### src/rtl/smpd_pkg.sv
// ----------------------------------------------------------------------------
// smpd_pkg
// Shared types and constants of the serial mouse packet decoder.
// ----------------------------------------------------------------------------
package smpd_pkg;

  localparam int CFG_INDEX_W = 3;
  localparam int CFG_DATA_W  = 15;

  localparam int QUEUE_DEPTH_DEF = 2;

  // register indexes of the configuration port
  localparam logic [CFG_INDEX_W-1:0] CFG_PROTOCOL  = 3'd0;
  localparam logic [CFG_INDEX_W-1:0] CFG_THRESHOLD = 3'd1;
  localparam logic [CFG_INDEX_W-1:0] CFG_GAIN      = 3'd2;
  localparam logic [CFG_INDEX_W-1:0] CFG_MAX_X     = 3'd3;
  localparam logic [CFG_INDEX_W-1:0] CFG_MAX_Y     = 3'd4;

  // protocol codes
  localparam logic [2:0] PROTO_MS3   = 3'd0;
  localparam logic [2:0] PROTO_MSC5  = 3'd1;
  localparam logic [2:0] PROTO_MM    = 3'd2;
  localparam logic [2:0] PROTO_LOGI  = 3'd3;
  localparam logic [2:0] PROTO_BUS   = 3'd4;

  // event kinds
  localparam logic [1:0] EV_MOVE = 2'd0;
  localparam logic [1:0] EV_DRAG = 2'd1;
  localparam logic [1:0] EV_DOWN = 2'd2;
  localparam logic [1:0] EV_UP   = 2'd3;

  localparam logic [14:0] MAX_RESET       = 15'd32767;
  localparam logic [14:0] CURSOR_RESET    = 15'd16383;
  localparam logic [8:0]  THRESHOLD_RESET = 9'd25;
  localparam logic [3:0]  GAIN_RESET      = 4'd2;

  typedef struct packed {
    logic                   we;
    logic [CFG_INDEX_W-1:0] index;
    logic [CFG_DATA_W-1:0]  data;
  } cfg_wr_t;

  // one decoded packet: buttons and raw signed motion
  typedef struct packed {
    logic [2:0] btn;
    logic [7:0] dx;
    logic [7:0] dy;
  } pkt_t;

endpackage

### src/rtl/smpd_front.sv
// ----------------------------------------------------------------------------
// smpd_front
// Byte framing: header hunt, data collection and per-protocol packet decode.
// ----------------------------------------------------------------------------
module smpd_front
  import smpd_pkg::*;
(
  input  logic       clk,
  input  logic       rst,
  input  cfg_wr_t    cfg,
  input  logic       in_valid,
  input  logic       in_hold,
  input  logic [7:0] rx_byte,
  output logic       pkt_valid,
  output pkt_t       pkt
);

  logic [2:0] protocol;
  logic [2:0] proto_eff;
  logic [7:0] header_byte;
  logic [7:0] data_bytes [4];
  logic [2:0] byte_index;
  logic [2:0] byte_index_next;

  logic       accept;
  logic [7:0] hdr_mask;
  logic [7:0] hdr_id;
  logic [7:0] dat_mask;
  logic [2:0] dat_count;
  logic       is_header;
  logic       is_bad;
  logic       done;
  logic [1:0] wsel;
  logic [7:0] d [4];
  logic [7:0] sum13;
  logic [7:0] sum24;

  assign accept    = in_valid && !in_hold;
  assign proto_eff = (protocol > PROTO_BUS) ? PROTO_MS3 : protocol;

  always_comb begin
    case (proto_eff)
      PROTO_MSC5, PROTO_BUS: begin
        hdr_mask  = 8'hf8;
        hdr_id    = 8'h80;
        dat_mask  = 8'h00;
        dat_count = 3'd4;
      end
      PROTO_MM, PROTO_LOGI: begin
        hdr_mask  = 8'he0;
        hdr_id    = 8'h80;
        dat_mask  = 8'h80;
        dat_count = 3'd2;
      end
      default: begin
        hdr_mask  = 8'h40;
        hdr_id    = 8'h40;
        dat_mask  = 8'h40;
        dat_count = 3'd2;
      end
    endcase
  end

  assign is_header = (rx_byte & hdr_mask) == hdr_id;
  assign is_bad    = ((rx_byte & dat_mask) != 8'h00) || (rx_byte == 8'h80);
  assign wsel      = byte_index[1:0] - 2'd1;
  // the packet completes once the collected count reaches the protocol's count
  assign done      = (byte_index != 3'd0) && !is_bad && (byte_index >= dat_count);

  always_comb begin
    byte_index_next = byte_index;
    if (byte_index == 3'd0) begin
      if (is_header) byte_index_next = 3'd1;
    end else if (is_bad) begin
      byte_index_next = 3'd1;
    end else if (done) begin
      byte_index_next = 3'd0;
    end else begin
      byte_index_next = byte_index + 3'd1;
    end
  end

  always_ff @(posedge clk) begin
    if (rst) begin
      protocol    <= PROTO_MS3;
      header_byte <= 8'h00;
      byte_index  <= 3'd0;
    end else begin
      if (cfg.we && cfg.index == CFG_PROTOCOL) protocol <= cfg.data[2:0];
      if (accept) begin
        byte_index <= byte_index_next;
        if (byte_index == 3'd0 && is_header) header_byte <= rx_byte;
      end
    end
  end

  always_ff @(posedge clk) begin
    if (accept && byte_index != 3'd0 && !is_bad) data_bytes[wsel] <= rx_byte;
  end

  // packet bytes with the byte now arriving merged in
  always_comb begin
    for (int k = 0; k < 4; k++) begin
      d[k] = (wsel == 2'(k)) ? rx_byte : data_bytes[k];
    end
  end

  assign sum13 = d[0] + d[2];
  assign sum24 = d[1] + d[3];

  always_comb begin
    case (proto_eff)
      PROTO_MSC5: begin
        pkt.btn = ~header_byte[2:0];
        pkt.dx  = sum13;
        pkt.dy  = 8'h00 - sum24;
      end
      PROTO_MM, PROTO_LOGI: begin
        pkt.btn = header_byte[2:0];
        pkt.dx  = header_byte[4] ? d[0] : 8'h00 - d[0];
        pkt.dy  = header_byte[3] ? 8'h00 - d[1] : d[1];
      end
      PROTO_BUS: begin
        pkt.btn = ~header_byte[2:0];
        pkt.dx  = d[0];
        pkt.dy  = 8'h00 - d[1];
      end
      default: begin
        pkt.btn = {header_byte[5], 1'b0, header_byte[4]};
        pkt.dx  = {header_byte[1:0], d[0][5:0]};
        pkt.dy  = {header_byte[3:2], d[1][5:0]};
      end
    endcase
  end

  assign pkt_valid = accept && done;

endmodule

### src/rtl/smpd_queue.sv
// ----------------------------------------------------------------------------
// smpd_queue
// Short packet queue between the framing front and the motion back end.
// ----------------------------------------------------------------------------
module smpd_queue
  import smpd_pkg::*;
#(
  parameter int DEPTH = QUEUE_DEPTH_DEF
) (
  input  logic clk,
  input  logic rst,
  input  logic push,
  input  pkt_t push_data,
  output logic full,
  output logic pop_valid,
  input  logic pop_stall,
  output pkt_t pop_data
);

  localparam int PW = (DEPTH > 1) ? $clog2(DEPTH) : 1;
  localparam int CW = $clog2(DEPTH + 1);

  pkt_t          mem [DEPTH];
  logic [PW-1:0] wr_ptr;
  logic [PW-1:0] rd_ptr;
  logic [CW-1:0] count;
  logic          pop;

  assign full      = count == CW'(DEPTH);
  assign pop_valid = count != '0;
  assign pop       = pop_valid && !pop_stall;
  assign pop_data  = mem[rd_ptr];

  always_ff @(posedge clk) begin
    if (push) mem[wr_ptr] <= push_data;
  end

  always_ff @(posedge clk) begin
    if (rst) begin
      wr_ptr <= '0;
      rd_ptr <= '0;
      count  <= '0;
    end else begin
      if (push) wr_ptr <= (wr_ptr == PW'(DEPTH - 1)) ? '0 : wr_ptr + 1'b1;
      if (pop)  rd_ptr <= (rd_ptr == PW'(DEPTH - 1)) ? '0 : rd_ptr + 1'b1;
      case ({push, pop})
        2'b10:   count <= count + 1'b1;
        2'b01:   count <= count - 1'b1;
        default: count <= count;
      endcase
    end
  end

endmodule

### src/rtl/smpd_back.sv
// ----------------------------------------------------------------------------
// smpd_back
// Motion back end: acceleration, cursor accumulation with clamp, event class.
// ----------------------------------------------------------------------------
module smpd_back
  import smpd_pkg::*;
(
  input  logic         clk,
  input  logic         rst,
  input  cfg_wr_t      cfg,
  input  logic         pkt_valid,
  output logic         pkt_stall,
  input  pkt_t         pkt,
  output logic         out_valid,
  input  logic         out_stall,
  output logic [2:0]   buttons,
  output logic [11:0]  delta_x,
  output logic [11:0]  delta_y,
  output logic [14:0]  pos_x,
  output logic [14:0]  pos_y,
  output logic [1:0]   event_kind
);

  logic [8:0]  accel_threshold;
  logic [3:0]  accel_gain;
  logic [14:0] max_x;
  logic [14:0] max_y;
  logic [14:0] cursor_x;
  logic [14:0] cursor_y;

  // motion stage
  logic        a_valid;
  logic [2:0]  a_btn;
  logic [11:0] a_mx;
  logic [11:0] a_my;
  logic [1:0]  a_kind;

  logic        out_take;
  logic        a_move;
  logic        a_load;
  logic        pop;

  logic [7:0]  abs_x;
  logic [7:0]  abs_y;
  logic [8:0]  abs_sum;
  logic [3:0]  factor;
  logic signed [12:0] prod_x;
  logic signed [12:0] prod_y;
  logic [1:0]  kind;

  logic signed [16:0] sum_x;
  logic signed [16:0] sum_y;
  logic [14:0] cursor_x_next;
  logic [14:0] cursor_y_next;

  assign out_take  = !out_valid || !out_stall;
  assign a_move    = a_valid && out_take;
  assign a_load    = !a_valid || a_move;
  assign pkt_stall = !a_load;
  assign pop       = pkt_valid && a_load;

  assign abs_x   = pkt.dx[7] ? 8'h00 - pkt.dx : pkt.dx;
  assign abs_y   = pkt.dy[7] ? 8'h00 - pkt.dy : pkt.dy;
  assign abs_sum = {1'b0, abs_x} + {1'b0, abs_y};
  assign factor  = (abs_sum > accel_threshold) ? accel_gain : 4'd1;
  assign prod_x  = $signed(pkt.dx) * $signed({1'b0, factor});
  assign prod_y  = $signed(pkt.dy) * $signed({1'b0, factor});

  // class follows the raw motion, before gain
  always_comb begin
    if (pkt.dx != 8'h00 || pkt.dy != 8'h00) begin
      kind = (pkt.btn != 3'd0) ? EV_DRAG : EV_MOVE;
    end else begin
      kind = (pkt.btn != 3'd0) ? EV_DOWN : EV_UP;
    end
  end

  assign sum_x = $signed({2'b00, cursor_x}) + $signed({{5{a_mx[11]}}, a_mx});
  assign sum_y = $signed({2'b00, cursor_y}) + $signed({{5{a_my[11]}}, a_my});

  always_comb begin
    if (sum_x[16]) begin
      cursor_x_next = 15'd0;
    end else if (sum_x[15:0] > {1'b0, max_x}) begin
      cursor_x_next = max_x;
    end else begin
      cursor_x_next = sum_x[14:0];
    end
    if (sum_y[16]) begin
      cursor_y_next = 15'd0;
    end else if (sum_y[15:0] > {1'b0, max_y}) begin
      cursor_y_next = max_y;
    end else begin
      cursor_y_next = sum_y[14:0];
    end
  end

  always_ff @(posedge clk) begin
    if (rst) begin
      accel_threshold <= THRESHOLD_RESET;
      accel_gain      <= GAIN_RESET;
      max_x           <= MAX_RESET;
      max_y           <= MAX_RESET;
      cursor_x        <= CURSOR_RESET;
      cursor_y        <= CURSOR_RESET;
    end else begin
      if (a_move) begin
        cursor_x <= cursor_x_next;
        cursor_y <= cursor_y_next;
      end
      if (cfg.we) begin
        case (cfg.index)
          CFG_THRESHOLD: accel_threshold <= cfg.data[8:0];
          CFG_GAIN:      accel_gain <= cfg.data[3:0];
          CFG_MAX_X: begin
            max_x    <= cfg.data;
            cursor_x <= cfg.data >> 1;  // recenter
          end
          CFG_MAX_Y: begin
            max_y    <= cfg.data;
            cursor_y <= cfg.data >> 1;
          end
          default: ;
        endcase
      end
    end
  end

  always_ff @(posedge clk) begin
    if (rst) begin
      a_valid   <= 1'b0;
      out_valid <= 1'b0;
    end else begin
      if (pop)         a_valid <= 1'b1;
      else if (a_move) a_valid <= 1'b0;
      if (a_move)                      out_valid <= 1'b1;
      else if (out_valid && !out_stall) out_valid <= 1'b0;
    end
  end

  always_ff @(posedge clk) begin
    if (pop) begin
      a_btn  <= pkt.btn;
      a_mx   <= prod_x[11:0];
      a_my   <= prod_y[11:0];
      a_kind <= kind;
    end
    if (a_move) begin
      buttons    <= a_btn;
      delta_x    <= a_mx;
      delta_y    <= a_my;
      pos_x      <= cursor_x_next;
      pos_y      <= cursor_y_next;
      event_kind <= a_kind;
    end
  end

endmodule

### src/rtl/serial_mouse_packet_decoder.sv
// ----------------------------------------------------------------------------
// serial_mouse_packet_decoder
// Frames received mouse bytes into packets and turns them into cursor events.
// ----------------------------------------------------------------------------
//  channel   handshake                payload
//  in        in_valid / in_stall      rx_byte
//  out       out_valid / out_stall    buttons, delta_x, delta_y, pos_x, pos_y,
//                                     event_kind
//  config    cfg_we                   cfg_index, cfg_data
//
// One byte is taken every cycle while the packet queue has room; in_stall
// rises whenever the queue is full, whether or not the back end stalls.
// A completing byte's event passes through the queue, the motion stage and
// the output register. The cursor add and clamp set the back end rate.
// Synchronous reset empties the queue and pipeline and restores registers.
// ----------------------------------------------------------------------------
module serial_mouse_packet_decoder
  import smpd_pkg::*;
#(
  parameter int QUEUE_DEPTH = QUEUE_DEPTH_DEF
) (
  input  logic                   clk,
  input  logic                   rst,
  input  logic                   cfg_we,
  input  logic [CFG_INDEX_W-1:0] cfg_index,
  input  logic [CFG_DATA_W-1:0]  cfg_data,
  input  logic                   in_valid,
  output logic                   in_stall,
  input  logic [7:0]             rx_byte,
  output logic                   out_valid,
  input  logic                   out_stall,
  output logic [2:0]             buttons,
  output logic [11:0]            delta_x,
  output logic [11:0]            delta_y,
  output logic [14:0]            pos_x,
  output logic [14:0]            pos_y,
  output logic [1:0]             event_kind
);

  cfg_wr_t cfg;
  logic    q_full;
  logic    push;
  pkt_t    push_data;
  logic    pop_valid;
  logic    pop_stall;
  pkt_t    pop_data;

  assign cfg.we    = cfg_we;
  assign cfg.index = cfg_index;
  assign cfg.data  = cfg_data;
  assign in_stall  = q_full;

  smpd_front u_front (
    .clk       (clk),
    .rst       (rst),
    .cfg       (cfg),
    .in_valid  (in_valid),
    .in_hold   (q_full),
    .rx_byte   (rx_byte),
    .pkt_valid (push),
    .pkt       (push_data)
  );

  smpd_queue #(
    .DEPTH (QUEUE_DEPTH)
  ) u_queue (
    .clk       (clk),
    .rst       (rst),
    .push      (push),
    .push_data (push_data),
    .full      (q_full),
    .pop_valid (pop_valid),
    .pop_stall (pop_stall),
    .pop_data  (pop_data)
  );

  smpd_back u_back (
    .clk        (clk),
    .rst        (rst),
    .cfg        (cfg),
    .pkt_valid  (pop_valid),
    .pkt_stall  (pop_stall),
    .pkt        (pop_data),
    .out_valid  (out_valid),
    .out_stall  (out_stall),
    .buttons    (buttons),
    .delta_x    (delta_x),
    .delta_y    (delta_y),
    .pos_x      (pos_x),
    .pos_y      (pos_y),
    .event_kind (event_kind)
  );

endmodule

### config.mk
export PLATFORM = sky130hd
export DESIGN_NAME = serial_mouse_packet_decoder
export DESIGN_NICKNAME = d
export VERILOG_FILES = /design/src/rtl/smpd_pkg.sv /design/src/rtl/smpd_front.sv /design/src/rtl/smpd_queue.sv /design/src/rtl/smpd_back.sv /design/src/rtl/serial_mouse_packet_decoder.sv
export SDC_FILE = /design/constraint.sdc
export NUM_CORES = 1
export LEC_CHECK = 0
export ABC_AREA = 1
export BUFFER_PORTS_ARGS = -buffer_cell sky130_fd_sc_hd__buf_2
export CELL_PAD_IN_SITES_DETAIL_PLACEMENT = 0
export CELL_PAD_IN_SITES_GLOBAL_PLACEMENT = 1
export CORE_UTILIZATION = 53
export CTS_BUF_LIST = sky130_fd_sc_hd__clkbuf_8
export CTS_CLUSTER_DIAMETER = 60
export DETAILED_ROUTE_END_ITERATION = 8
export HOLD_SLACK_MARGIN = 0.1
export MAX_ROUTING_LAYER = met4
export PLACE_DENSITY_LB_ADDON = 0.1
export SYNTH_ARGS = -nofsm -noshare
export SYNTH_HDL_FRONTEND = slang
export SYNTH_HIERARCHICAL = 1
export SYNTH_SLANG_ARGS = --single-unit
### constraint.sdc
create_clock -name clk -period 10.37 [get_ports clk]
set_input_delay 1.037 -clock clk [delete_from_list [all_inputs] [get_ports clk]]
set_output_delay 1.037 -clock clk [all_outputs]
set_load 0.005 [all_outputs]
==> impl_metrics.env, run 1 <==
export IMPL_outcome="finished, violations left"
export IMPL_violations="design-rule violations"
export IMPL_viasPerCell=5.27
export IMPL_firstDrtPassIters=9
export IMPL_globalplace_congestion=0.874
export IMPL_ys_seq_area_share_pct=39.4
export IMPL_diodes=0
export IMPL_grt_pass1_wl_um=65000
export IMPL_finClkSkew_ps=21.7
export IMPL_path_clk_slew_ps=60
export IMPL_gr_total_overflow=0
export IMPL_grt_use_total_pct=26.0
export IMPL_finalSetupTns_ps=0
export IMPL_cp_max_fo=17
export IMPL_syn_nets=2190
export IMPL_post_dp_hpwl_um=31400
export IMPL_drive_above_1_share_pct=12.0
export IMPL_crit_slowest_cell="fa_1"
export IMPL_multi_input_area_mm2=0.00850
export IMPL_fin_crit_sh_pct=74.3
export IMPL_core_region_area_mm2=0.0308
export IMPL_rsz0062_at_grt="false"
export IMPL_layout_nets=2292
export IMPL_layout_commonest_cell="inv_1"
export IMPL_cts_setup_buffers=0
export IMPL_period_needed_ps=7700
export IMPL_die_area_mm2=0.0323
export IMPL_netlist_cell_type_count=60
export IMPL_dp_cells=2421
export IMPL_cp_slowest_stage_delay_ps=530
export IMPL_fillerInstances=2824
export IMPL_row_count=64
export IMPL_synthArstFlopShare_pct=0
export IMPL_stdcell_count=2502
export IMPL_vias=13200
export IMPL_min_from="u_back/a_btn[0]"
export IMPL_syn_area_per_cell_um2=8.49
export IMPL_start_util_pct=54.2
export IMPL_grt_max_degree=80
export IMPL_antenna_found_initial=0
export IMPL_critPathRequiredTime_ps=10670
export IMPL_worstSetupEndpointType="register"
export IMPL_worst_slew_pin_slew_ps=1230
export IMPL_ys_warn_count=6
export IMPL_whs_ps=418
export IMPL_drv_slew=0
export IMPL_ioPinCount=92
export IMPL_synth_cells=1969
export IMPL_wire_per_inst_um=16.2
export IMPL_drc=12
export IMPL_ctsResizeCount=0
export IMPL_r2r_end="u_back/a_my[10]"
export IMPL_h_tree_depth=2
export IMPL_mostFrequentLayoutCells="380 x inv_1, 375 x nand2_1, 158 x edfxtp_1, 153 x ha_1, 136 x o21ai_0"
export IMPL_die_w_um=180
export IMPL_setup_viol=0
export IMPL_drtIter0Drc=927
export IMPL_root_buffer="clkbuf_8"
export IMPL_port_buffers=91
export IMPL_clkSinkCount=250
export IMPL_clock_path_buffers=3
export IMPL_synth_edf_count=158
export IMPL_grt_pass1_vias=12700
export IMPL_finalWirelength_um=40400
export IMPL_cts_buffers=44
export IMPL_seqCellArea_mm2=0.00659
export IMPL_whs_path_depth=0
export IMPL_min_path_type="register to register"
export IMPL_area_growth_synth_to_final_pct=10.2
export IMPL_crit_type="register to register"
export IMPL_timing_slew_headroom_pct=17.2
export IMPL_synth_seq_cells=250
export IMPL_hold_violations=0
export IMPL_worst_r2r_setup_slack_ps=2670
export IMPL_ant_nets=0
export IMPL_cts_hold_buf=0
export IMPL_rr_worst_depth=37
export IMPL_syn_area_mm2=0.0167
export IMPL_max_freq_ghz=0.130
export IMPL_cts_tree="built"
export IMPL_worst_path_most_repeated_cell="o21ai_0"
export IMPL_drv_cap=0
export IMPL_startpoint_type="register"
export IMPL_synth_main_ff_cell="edfxtp_1"
export IMPL_cp_data_arrival_time_ps=8000
export IMPL_clk_latency_ps=570
export IMPL_hold_end="u_back/buttons[0]"
export IMPL_die_y_um=180
export IMPL_layout_setup_ws_ps=2670
export IMPL_dp_slack_ps=2740
Yosys cell counts (all sizes together), types with 6 or more instances:
| cell type | n | area, µm² |
|---|---|---|
| clkbuf | 23 | 86.3 |
| o211ai | 15 | 136 |
| inv | 372 | 1400 |
| xor2 | 47 | 427 |
| ha | 153 | 1910 |
| nor3 | 15 | 85.1 |
| xnor2 | 20 | 175 |
| o21ai | 152 | 802 |
| nor2 | 124 | 478 |
| fa | 37 | 741 |
| edfxtp | 158 | 4740 |
| or2 | 6 | 37.5 |
| a21oi | 128 | 656 |
| nand3 | 123 | 698 |
| a31oi | 6 | 43.8 |
| buf | 18 | 156 |
| o221ai | 6 | 52.6 |
| o21bai | 9 | 67.6 |
| nand2 | 398 | 1580 |
| mux2 | 19 | 251 |
| nand4 | 18 | 140 |
| dfxtp | 92 | 1840 |
per-stage QoR:
stage / cell area (µm²) / utilization [%]
floorplan: 16700 / -
global placement: 17500 / 56.7
detailed placement: 17500 / 56.7
CTS: 18400 / 59.8
global route: 18400 / 59.8
finish: 18400 / 59.8
cell type report:
| class | count | share of cell area (%) |
|---|---|---|
| clock buffers | 49 | 3.66 |
| clock inverters | 32 | 1.47 |
| inverters | 373 | 7.60 |
| multi-input cells | 1305 | 46.1 |
| flip-flops and latches | 250 | 35.7 |
| well taps | 396 | 2.69 |
| repair buffers | 97 | 2.72 |
how the worst max path moves through the flow:
stage	startpoint	to	depth (start not counted)
after floorplan	register	u_back/a_mx[10]	37
after global placement	register	u_back/a_my[10]	36
after detailed placement	register	u_back/a_my[10]	36
after CTS	register	u_back/a_my[10]	37
after global routing	register	u_back/a_my[10]	37
final	register	u_back/a_my[10]	37
routing by layer:
| metal | up-vias | share of wire [%] | wire (µm) | global-route usage (%) |
|---|---|---|---|---|
| met5 | - | 0 | 0 | - |
| met3 | 74 | 5.0 | 2040 | 3.59 |
| met4 | 0 | 3.1 | 1250 | 9.07 |
| li1 | 6670 | - | - | - |
| met2 | 343 | 44 | 17900 | 40.9 |
| met1 | 6096 | 48 | 19200 | 34.5 |
state kept, by name, indices dropped and copies added, names as in the netlist, 9 cells and up, named ones only:
name,flops
u_queue/mem,38
u_front/data_bytes,32
u_back/cursor_x,15
u_back/cursor_y,15
u_back/max_x,15
u_back/max_y,15
u_back/pos_x,15
u_back/pos_y,15
u_back/a_mx,12
u_back/a_my,12
u_back/delta_x,12
u_back/delta_y,12
u_back/accel_threshold,9
kinds of logic after synthesis:
logic type,share of synthesized area (%)
adder cells (fa/ha/maj),15.9
multiplexers,1.50
XOR/XNOR,3.60
AND/OR/NAND/NOR,18.6
buffers and inverters,9.82
AO/OA/AOI/OAI,11.2
flip-flops,39.4
critical path, delay by kind of cell, from the launching register on:
kind | cells | cell delay, ps
mux | 1 | 410
simple gates | 7 | 920
xor+xnor | 1 | 70
flops | 1 | 370
fa+ha+maj | 7 | 2610
compound gates | 14 | 2280
buf+inv | 7 | 790
Power of run 1 is left out: the tool's default activity adds up to more than one toggle a clock period on the data nets, which glitch-free logic cannot reach.
==> inputs of run 2 (changes only) <==
- ABC_AREA: 1 -> 0
- CORE_UTILIZATION: 53 -> 46
- clock period: 10.37 -> 6.5 ns (I/O delays scaled with it)
==> run 2 against run 1 <==
  * The flow now finishes without violations
  * Sequential share of layout area decreased by 1.3 points
  * Non-clock buffer count increased by 72
  * Largest cell class unchanged
  * Highest routed layer unchanged
  * Via count decreased by 6.1%
==> impl_metrics.env, run 2 <==
export IMPL_gr_total_overflow=0
export IMPL_core_region_area_mm2=0.0347
export IMPL_crit_slowest_cell="fa_1"
export IMPL_cts_hold_buf=0
export IMPL_viasPerCell=5.51
export IMPL_antenna_found_initial=0
export IMPL_drv_slew=0
export IMPL_finClkSkew_ps=47.9
export IMPL_cts_tree="built"
export IMPL_layout_nets=1977
export IMPL_startpoint_type="register"
export IMPL_port_buffers=91
export IMPL_post_dp_hpwl_um=31100
export IMPL_grt_use_total_pct=24.1
export IMPL_firstDrtPassIters=5
export IMPL_power_density_mw_per_mm2=469
export IMPL_clock_path_buffers=3
export IMPL_start_util_pct=47.1
export IMPL_vias=12400
export IMPL_area_growth_synth_to_final_pct=17.1
export IMPL_ys_seq_area_share_pct=40.3
export IMPL_grt_pass1_wl_um=66000
export IMPL_min_path_type="primary input to register"
export IMPL_fin_util_pct=55.1
export IMPL_outcome="finished, final reports clean"
export IMPL_leakagePower_nw=8.37
export IMPL_ant_nets=0
export IMPL_die_w_um=190
export IMPL_die_area_mm2=0.0363
export IMPL_critPathBufInv=7
export IMPL_mostFrequentLayoutCells="158 x edfxtp_1, 155 x inv_1, 135 x ha_1, 115 x nor2_1"
export IMPL_row_count=68
export IMPL_synth_main_ff_cell="edfxtp_1"
export IMPL_path_clk_slew_ps=60
export IMPL_ys_warn_count=6
export IMPL_ir_drop_mv=0.252
export IMPL_h_tree_depth=2
export IMPL_ioPinCount=92
export IMPL_cp_data_arrival_time_ps=6750
export IMPL_synth_seq_cells=250
export IMPL_finalWirelength_um=42100
export IMPL_rsz0062_at_grt="true"
export IMPL_layout_commonest_cell="edfxtp_1"
export IMPL_wire_per_inst_um=18.8
export IMPL_netlist_cell_type_count=85
export IMPL_syn_area_mm2=0.0163
export IMPL_critPathRequiredTime_ps=6820
export IMPL_root_buffer="clkbuf_8"
export IMPL_cts_buffers=44
export IMPL_timing_slew_headroom_pct=26.5
export IMPL_rr_worst_depth=29
export IMPL_grt_max_degree=60
export IMPL_crit_type="register to register"
export IMPL_synthTopCellsByArea="edfxtp_1 29%, ha_1 12%, dfxtp_1 11%"
export IMPL_clk_latency_ps=620
export IMPL_worst_path_most_repeated_cell="ha_1"
export IMPL_drive_above_1_share_pct=20.8
export IMPL_seqCellArea_mm2=0.00659
export IMPL_hold_violations=0
export IMPL_cp_max_fo=10
export IMPL_worst_slew_pin_slew_ps=1100
export IMPL_die_y_um=190
export IMPL_worst_path_stages=29
export IMPL_syn_area_per_cell_um2=10.2
export IMPL_multi_input_area_mm2=0.00943
export IMPL_regMostFlops="u_queue/mem"
export IMPL_clkSinkCount=250
export IMPL_critPathTopFamily="adder cells"
export IMPL_max_freq_ghz=0.156
export IMPL_largest_reg_flops=38
export IMPL_cp_slowest_stage_delay_ps=510
export IMPL_globalplace_congestion=0.863
export IMPL_synth_edf_count=158
export IMPL_yosysMostFrequentCell="edfxtp_1"
export IMPL_syn_nets=1824
export IMPL_worstSetupEndpointType="register"
export IMPL_diodes=0
export IMPL_drc=0
export IMPL_fillerInstances=3136
export IMPL_synth_top_area_cell="edfxtp_1"
export IMPL_synth_top_area_share_pct=29.0
export IMPL_reg_top3="u_queue/mem x38, u_front/data_bytes x32"
export IMPL_drv_cap=0
export IMPL_synth_cells=1603
export IMPL_whs_path_depth=3
export IMPL_drtIter0Drc=668
export IMPL_finalSetupTns_ps=0
export IMPL_grt_pass1_vias=12200
export IMPL_yosys_top_cells_count="158 x edfxtp_1, 153 x ha_1, 151 x inv_1"
export IMPL_period_needed_ps=6430
export IMPL_synthArstFlopShare_pct=0
export IMPL_setup_viol=0
export IMPL_fin_crit_sh_pct=98.9
==> run 2: worst min-delay path: stages <==
cell and delay (ps):
buf_2 100, a21oi_1 60, nor2_1 70
==> run 2: cell families (layout without fill, tap and decap cells) <==
kind of cell	Yosys count	in the layout	synth area share, %
and+or+nand+nor	416	416	12.9
adders and majority gates	190	190	16.3
muxes	107	107	6.83
AOI/OAI and AO/OA	345	345	14.3
xor gates and xnor gates	79	79	4.24
DFF	250	250	40.3
buffers and inverters	216	404	5.21
==> run 2: area by class of cell <==
class                   instances  area share, %
well taps                     455           2.98
inverters                     154           3.04
repair buffers                169           5.86
clock buffers                  45           3.24
multi-input cells            1137           49.3
clock inverters                36           1.14
flip-flops and latches        250           34.5
==> run 2: metrics by stage <==
step | power, mW | worst slack (ps) | std cells | hold slack [ps] | instance area (µm²)
global placement | 6.96 | -19.1 | 2145 | 404 | 17600
CTS | 8.74 | -1.08 | 2242 | 250 | 18800
detailed placement | 6.99 | -154 | 2145 | 405 | 17600
floorplan | 5.67 | -0.331 | 1603 | 400 | 16400
finish | 8.97 | 73.1 | 2246 | 298 | 19100
global route | 9.70 | -228 | 2246 | 285 | 19100
==> run 2: power breakdown <==
part | total [mW] | switching, mW | internal [mW] | leakage (nW)
Combinational | 5.24 | 2.85 | 2.39 | 5.67
Sequential | 2.33 | 0.168 | 2.16 | 2.19
Clock | 1.41 | 0.679 | 0.729 | 0.509
Total | 8.97 | 3.69 | 5.28 | 8.37
==> run 2: worst paths after layout <==
kind | start | to | slack, ps
worst max-delay path | register | u_back/a_mx[11] | 70
worst min-delay path | out_stall | u_back/out_valid | 300
worst max register to register | register | u_back/a_mx[11] | 70
worst min register to register | u_back/a_btn[0] | u_back/buttons[0] | 420
==> run 2: what timing repair did <==
action	4_1_cts	5_1_grt
pin swaps	40	71
gates cloned	2	0
setup endpoints to repair	6	11
gates resized for setup	39	62
buffers inserted	14	4
endpoints found under the hold margin	0	0
==> run 2: layer usage <==
metal  routed length [µm]  global-route usage (%)  vias to the layer above
met5                    0                       -                        -
met4                  901                    7.32                        0
met3                 1620                    3.11                       58
met2                20000                    39.2                      242
met1                19600                    31.2                     5993
li1                     -                       -                     6087
No activity file was read; power rests on OpenSTA's default activity.
==> inputs of run 3 (changes only) <==
- BUFFER_PORTS_ARGS: -buffer_cell sky130_fd_sc_hd__buf_2 -> -buffer_cell sky130_fd_sc_hd__clkbuf_2
- CORE_MARGIN: unset -> 2
==> run 3 against run 2 <==
  * Clock skew down 18 ps
  * Global-route usage shrank 0.63 points
  * Sequential share of layout area is 0.11 points higher
  * Critical path type unchanged
  * Utilization is 0.95 points lower
  * First-iteration DRC count shrank 16%
  * Cell area fell by 0.28%
  * Clock power decreased by 3%
  * Wire length is 0.47% lower
  * Setup slack better by 7.6 ps
  * Largest power group unchanged
  * Cell count barely moved
==> impl_metrics.env, run 3 (synthesis results as in run 2) <==
export IMPL_dp_slack_ps=-189
export IMPL_layout_nets=1971
export IMPL_worst_slew_pin_slew_ps=1050
export IMPL_startpoint_type="register"
export IMPL_die_area_mm2=0.0370
export IMPL_fin_util_pct=54.1
export IMPL_worstSetupEndpointType="register"
export IMPL_wire_per_inst_um=18.7
export IMPL_grt_pass1_wl_um=65500
export IMPL_whs_path_depth=3
export IMPL_finalSetupTns_ps=0
export IMPL_reg_top3="u_queue/mem x38, u_front/data_bytes x32"
export IMPL_pwr_share_clk_pct=15.4
export IMPL_ant_nets=0
export IMPL_combPwrFrac_pct=58.5
export IMPL_setup_viol=0
export IMPL_clkSinkCount=250
export IMPL_stdcell_count=2248
export IMPL_rsz0062_at_grt="true"
export IMPL_crit_type="register to register"
export IMPL_ioPinCount=92
export IMPL_grt_max_degree=60
export IMPL_hold_violations=0
export IMPL_gr_total_overflow=0
export IMPL_grt_use_total_pct=23.5
export IMPL_outcome="finished, final reports clean"
export IMPL_die_y_um=192
export IMPL_timing_slew_headroom_pct=29.9
export IMPL_core_region_area_mm2=0.0352
export IMPL_port_buffers=91
export IMPL_antenna_found_initial=1
export IMPL_seqPwrFrac_pct=26.1
export IMPL_layout_commonest_cell="edfxtp_1"
export IMPL_max_freq_ghz=0.156
export IMPL_firstDrtPassIters=5
export IMPL_vias=12400
export IMPL_die_w_um=192
export IMPL_globalplace_congestion=0.866
export IMPL_viasPerCell=5.50
export IMPL_critPathRequiredTime_ps=6850
export IMPL_cp_data_arrival_time_ps=6770
export IMPL_power_density_mw_per_mm2=468
export IMPL_rr_worst_depth=32
export IMPL_drc=0
export IMPL_drv_slew=0
export IMPL_clock_path_buffers=3
export IMPL_worst_path_most_repeated_cell="buf_4"
export IMPL_period_needed_ps=6420
export IMPL_switching_power_mw=3.69
export IMPL_p_int_mw=5.24
export IMPL_regMostFlops="u_queue/mem"
export IMPL_cts_buffers=45
export IMPL_fin_crit_sh_pct=98.8
export IMPL_h_tree_depth=2
export IMPL_dp_cells=2149
export IMPL_path_clk_slew_ps=60
export IMPL_power_share_switching_pct=41.3
export IMPL_cts_tree="built"
export IMPL_drv_cap=0
export IMPL_cts_hold_buf=0
export IMPL_crit_slowest_cell="fa_1"
export IMPL_leakagePower_nw=8.33
export IMPL_min_path_type="primary input to register"
export IMPL_clk_latency_ps=620
export IMPL_drive_above_1_share_pct=21.2
export IMPL_finClkSkew_ps=29.9
export IMPL_mostFrequentLayoutCells="158 x edfxtp_1, 149 x inv_1, 134 x ha_1, 114 x nor2_1"
export IMPL_worst_r2r_setup_slack_ps=80
export IMPL_largest_reg_flops=38
export IMPL_post_dp_hpwl_um=31100
export IMPL_row_count=69
export IMPL_cp_max_fo=9
export IMPL_area_growth_synth_to_final_pct=16.8
export IMPL_finalWirelength_um=41900
export IMPL_start_util_pct=46.4
export IMPL_layout_setup_ws_ps=80.6
export IMPL_root_buffer="clkbuf_8"
export IMPL_grt_pass1_vias=12100
export IMPL_drtIter0Drc=564
export IMPL_p_total_mw=8.93
export IMPL_ir_drop_mv=0.208
export IMPL_cp_slowest_stage_delay_ps=520
==> run 3: cell count changes in the layout (fill, tap and decap cells not counted), moves of 3 or more <==
cell      change
inv_2         -3
buf_4         -8
buf_2        -89
inv_4         +3
clkinv_1      +6
clkbuf_2     +91
clkbuf_8      +4
o31ai_2       +3
inv_1         -6
==> run 3: metal layers <==
metal  wire [µm]  global-route usage [%]  vias to the layer above
li1            -                       -                     6084
met2       19500                    37.6                      249
met1       19500                    30.5                     5968
met5           0                       -                        -
met3        1900                    4.15                       69
met4        1060                    6.75                        0
==> run 3: critical path: cells and delay by family, from the launching register on <==
kind                     cells  cell delay, ps
buffers and inverters       10            1060
AO/OA/AOI/OAI                4             650
XOR/XNOR                     3             320
AND/OR/NAND/NOR              8            1150
adder cells (fa/ha/maj)      6            2330
flip-flops                   1             360
multiplexers                 1             310
==> run 3: power groups by stage <==
| stage | combinational, mW | sequential, mW | clock [mW] |
|---|---|---|---|
| after CTS | 4.79 | 2.33 | 1.42 |
| after global routing | 5.86 | 2.36 | 1.48 |
| after floorplan | 3.37 | 2.30 | 0 |
| after detailed placement | 4.66 | 2.36 | 0 |
| final | 5.23 | 2.33 | 1.37 |
| after global placement | 4.63 | 2.36 | 0 |
==> run 3: worst paths after layout <==
kind,startpoint,endpoint
setup / recovery,register,u_back/a_mx[11]
hold / removal,out_stall,u_back/out_valid
setup reg to reg,register,u_back/a_mx[11]
hold reg to reg,u_back/a_btn[0],u_back/buttons[0]
==> run 3: final cells by class <==
class,count,area [µm²]
Tap cell,461,577
Timing Repair Buffer,162,1040
Clock buffer,49,674
Antenna cell,1,2.50
Inverter,154,588
Sequential cell,250,6590
Clock inverter,34,149
Fill cell,3182,16200
Multi-Input combinational cell,1137,9450
==> run 3: what timing repair did <==
item	CTS	global route
endpoints found under the setup margin	8	11
buffers inserted	3	9
pin swaps	12	80
resized for setup	20	94
hold endpoints to repair	0	0
gates cloned	1	3
==> run 3: stage by stage <==
stage	hold slack [ps]	instance area [µm²]
floorplan	400	16400
global placement	402	17600
detailed placement	406	17600
CTS	276	18500
global route	303	19100
finish	317	19100
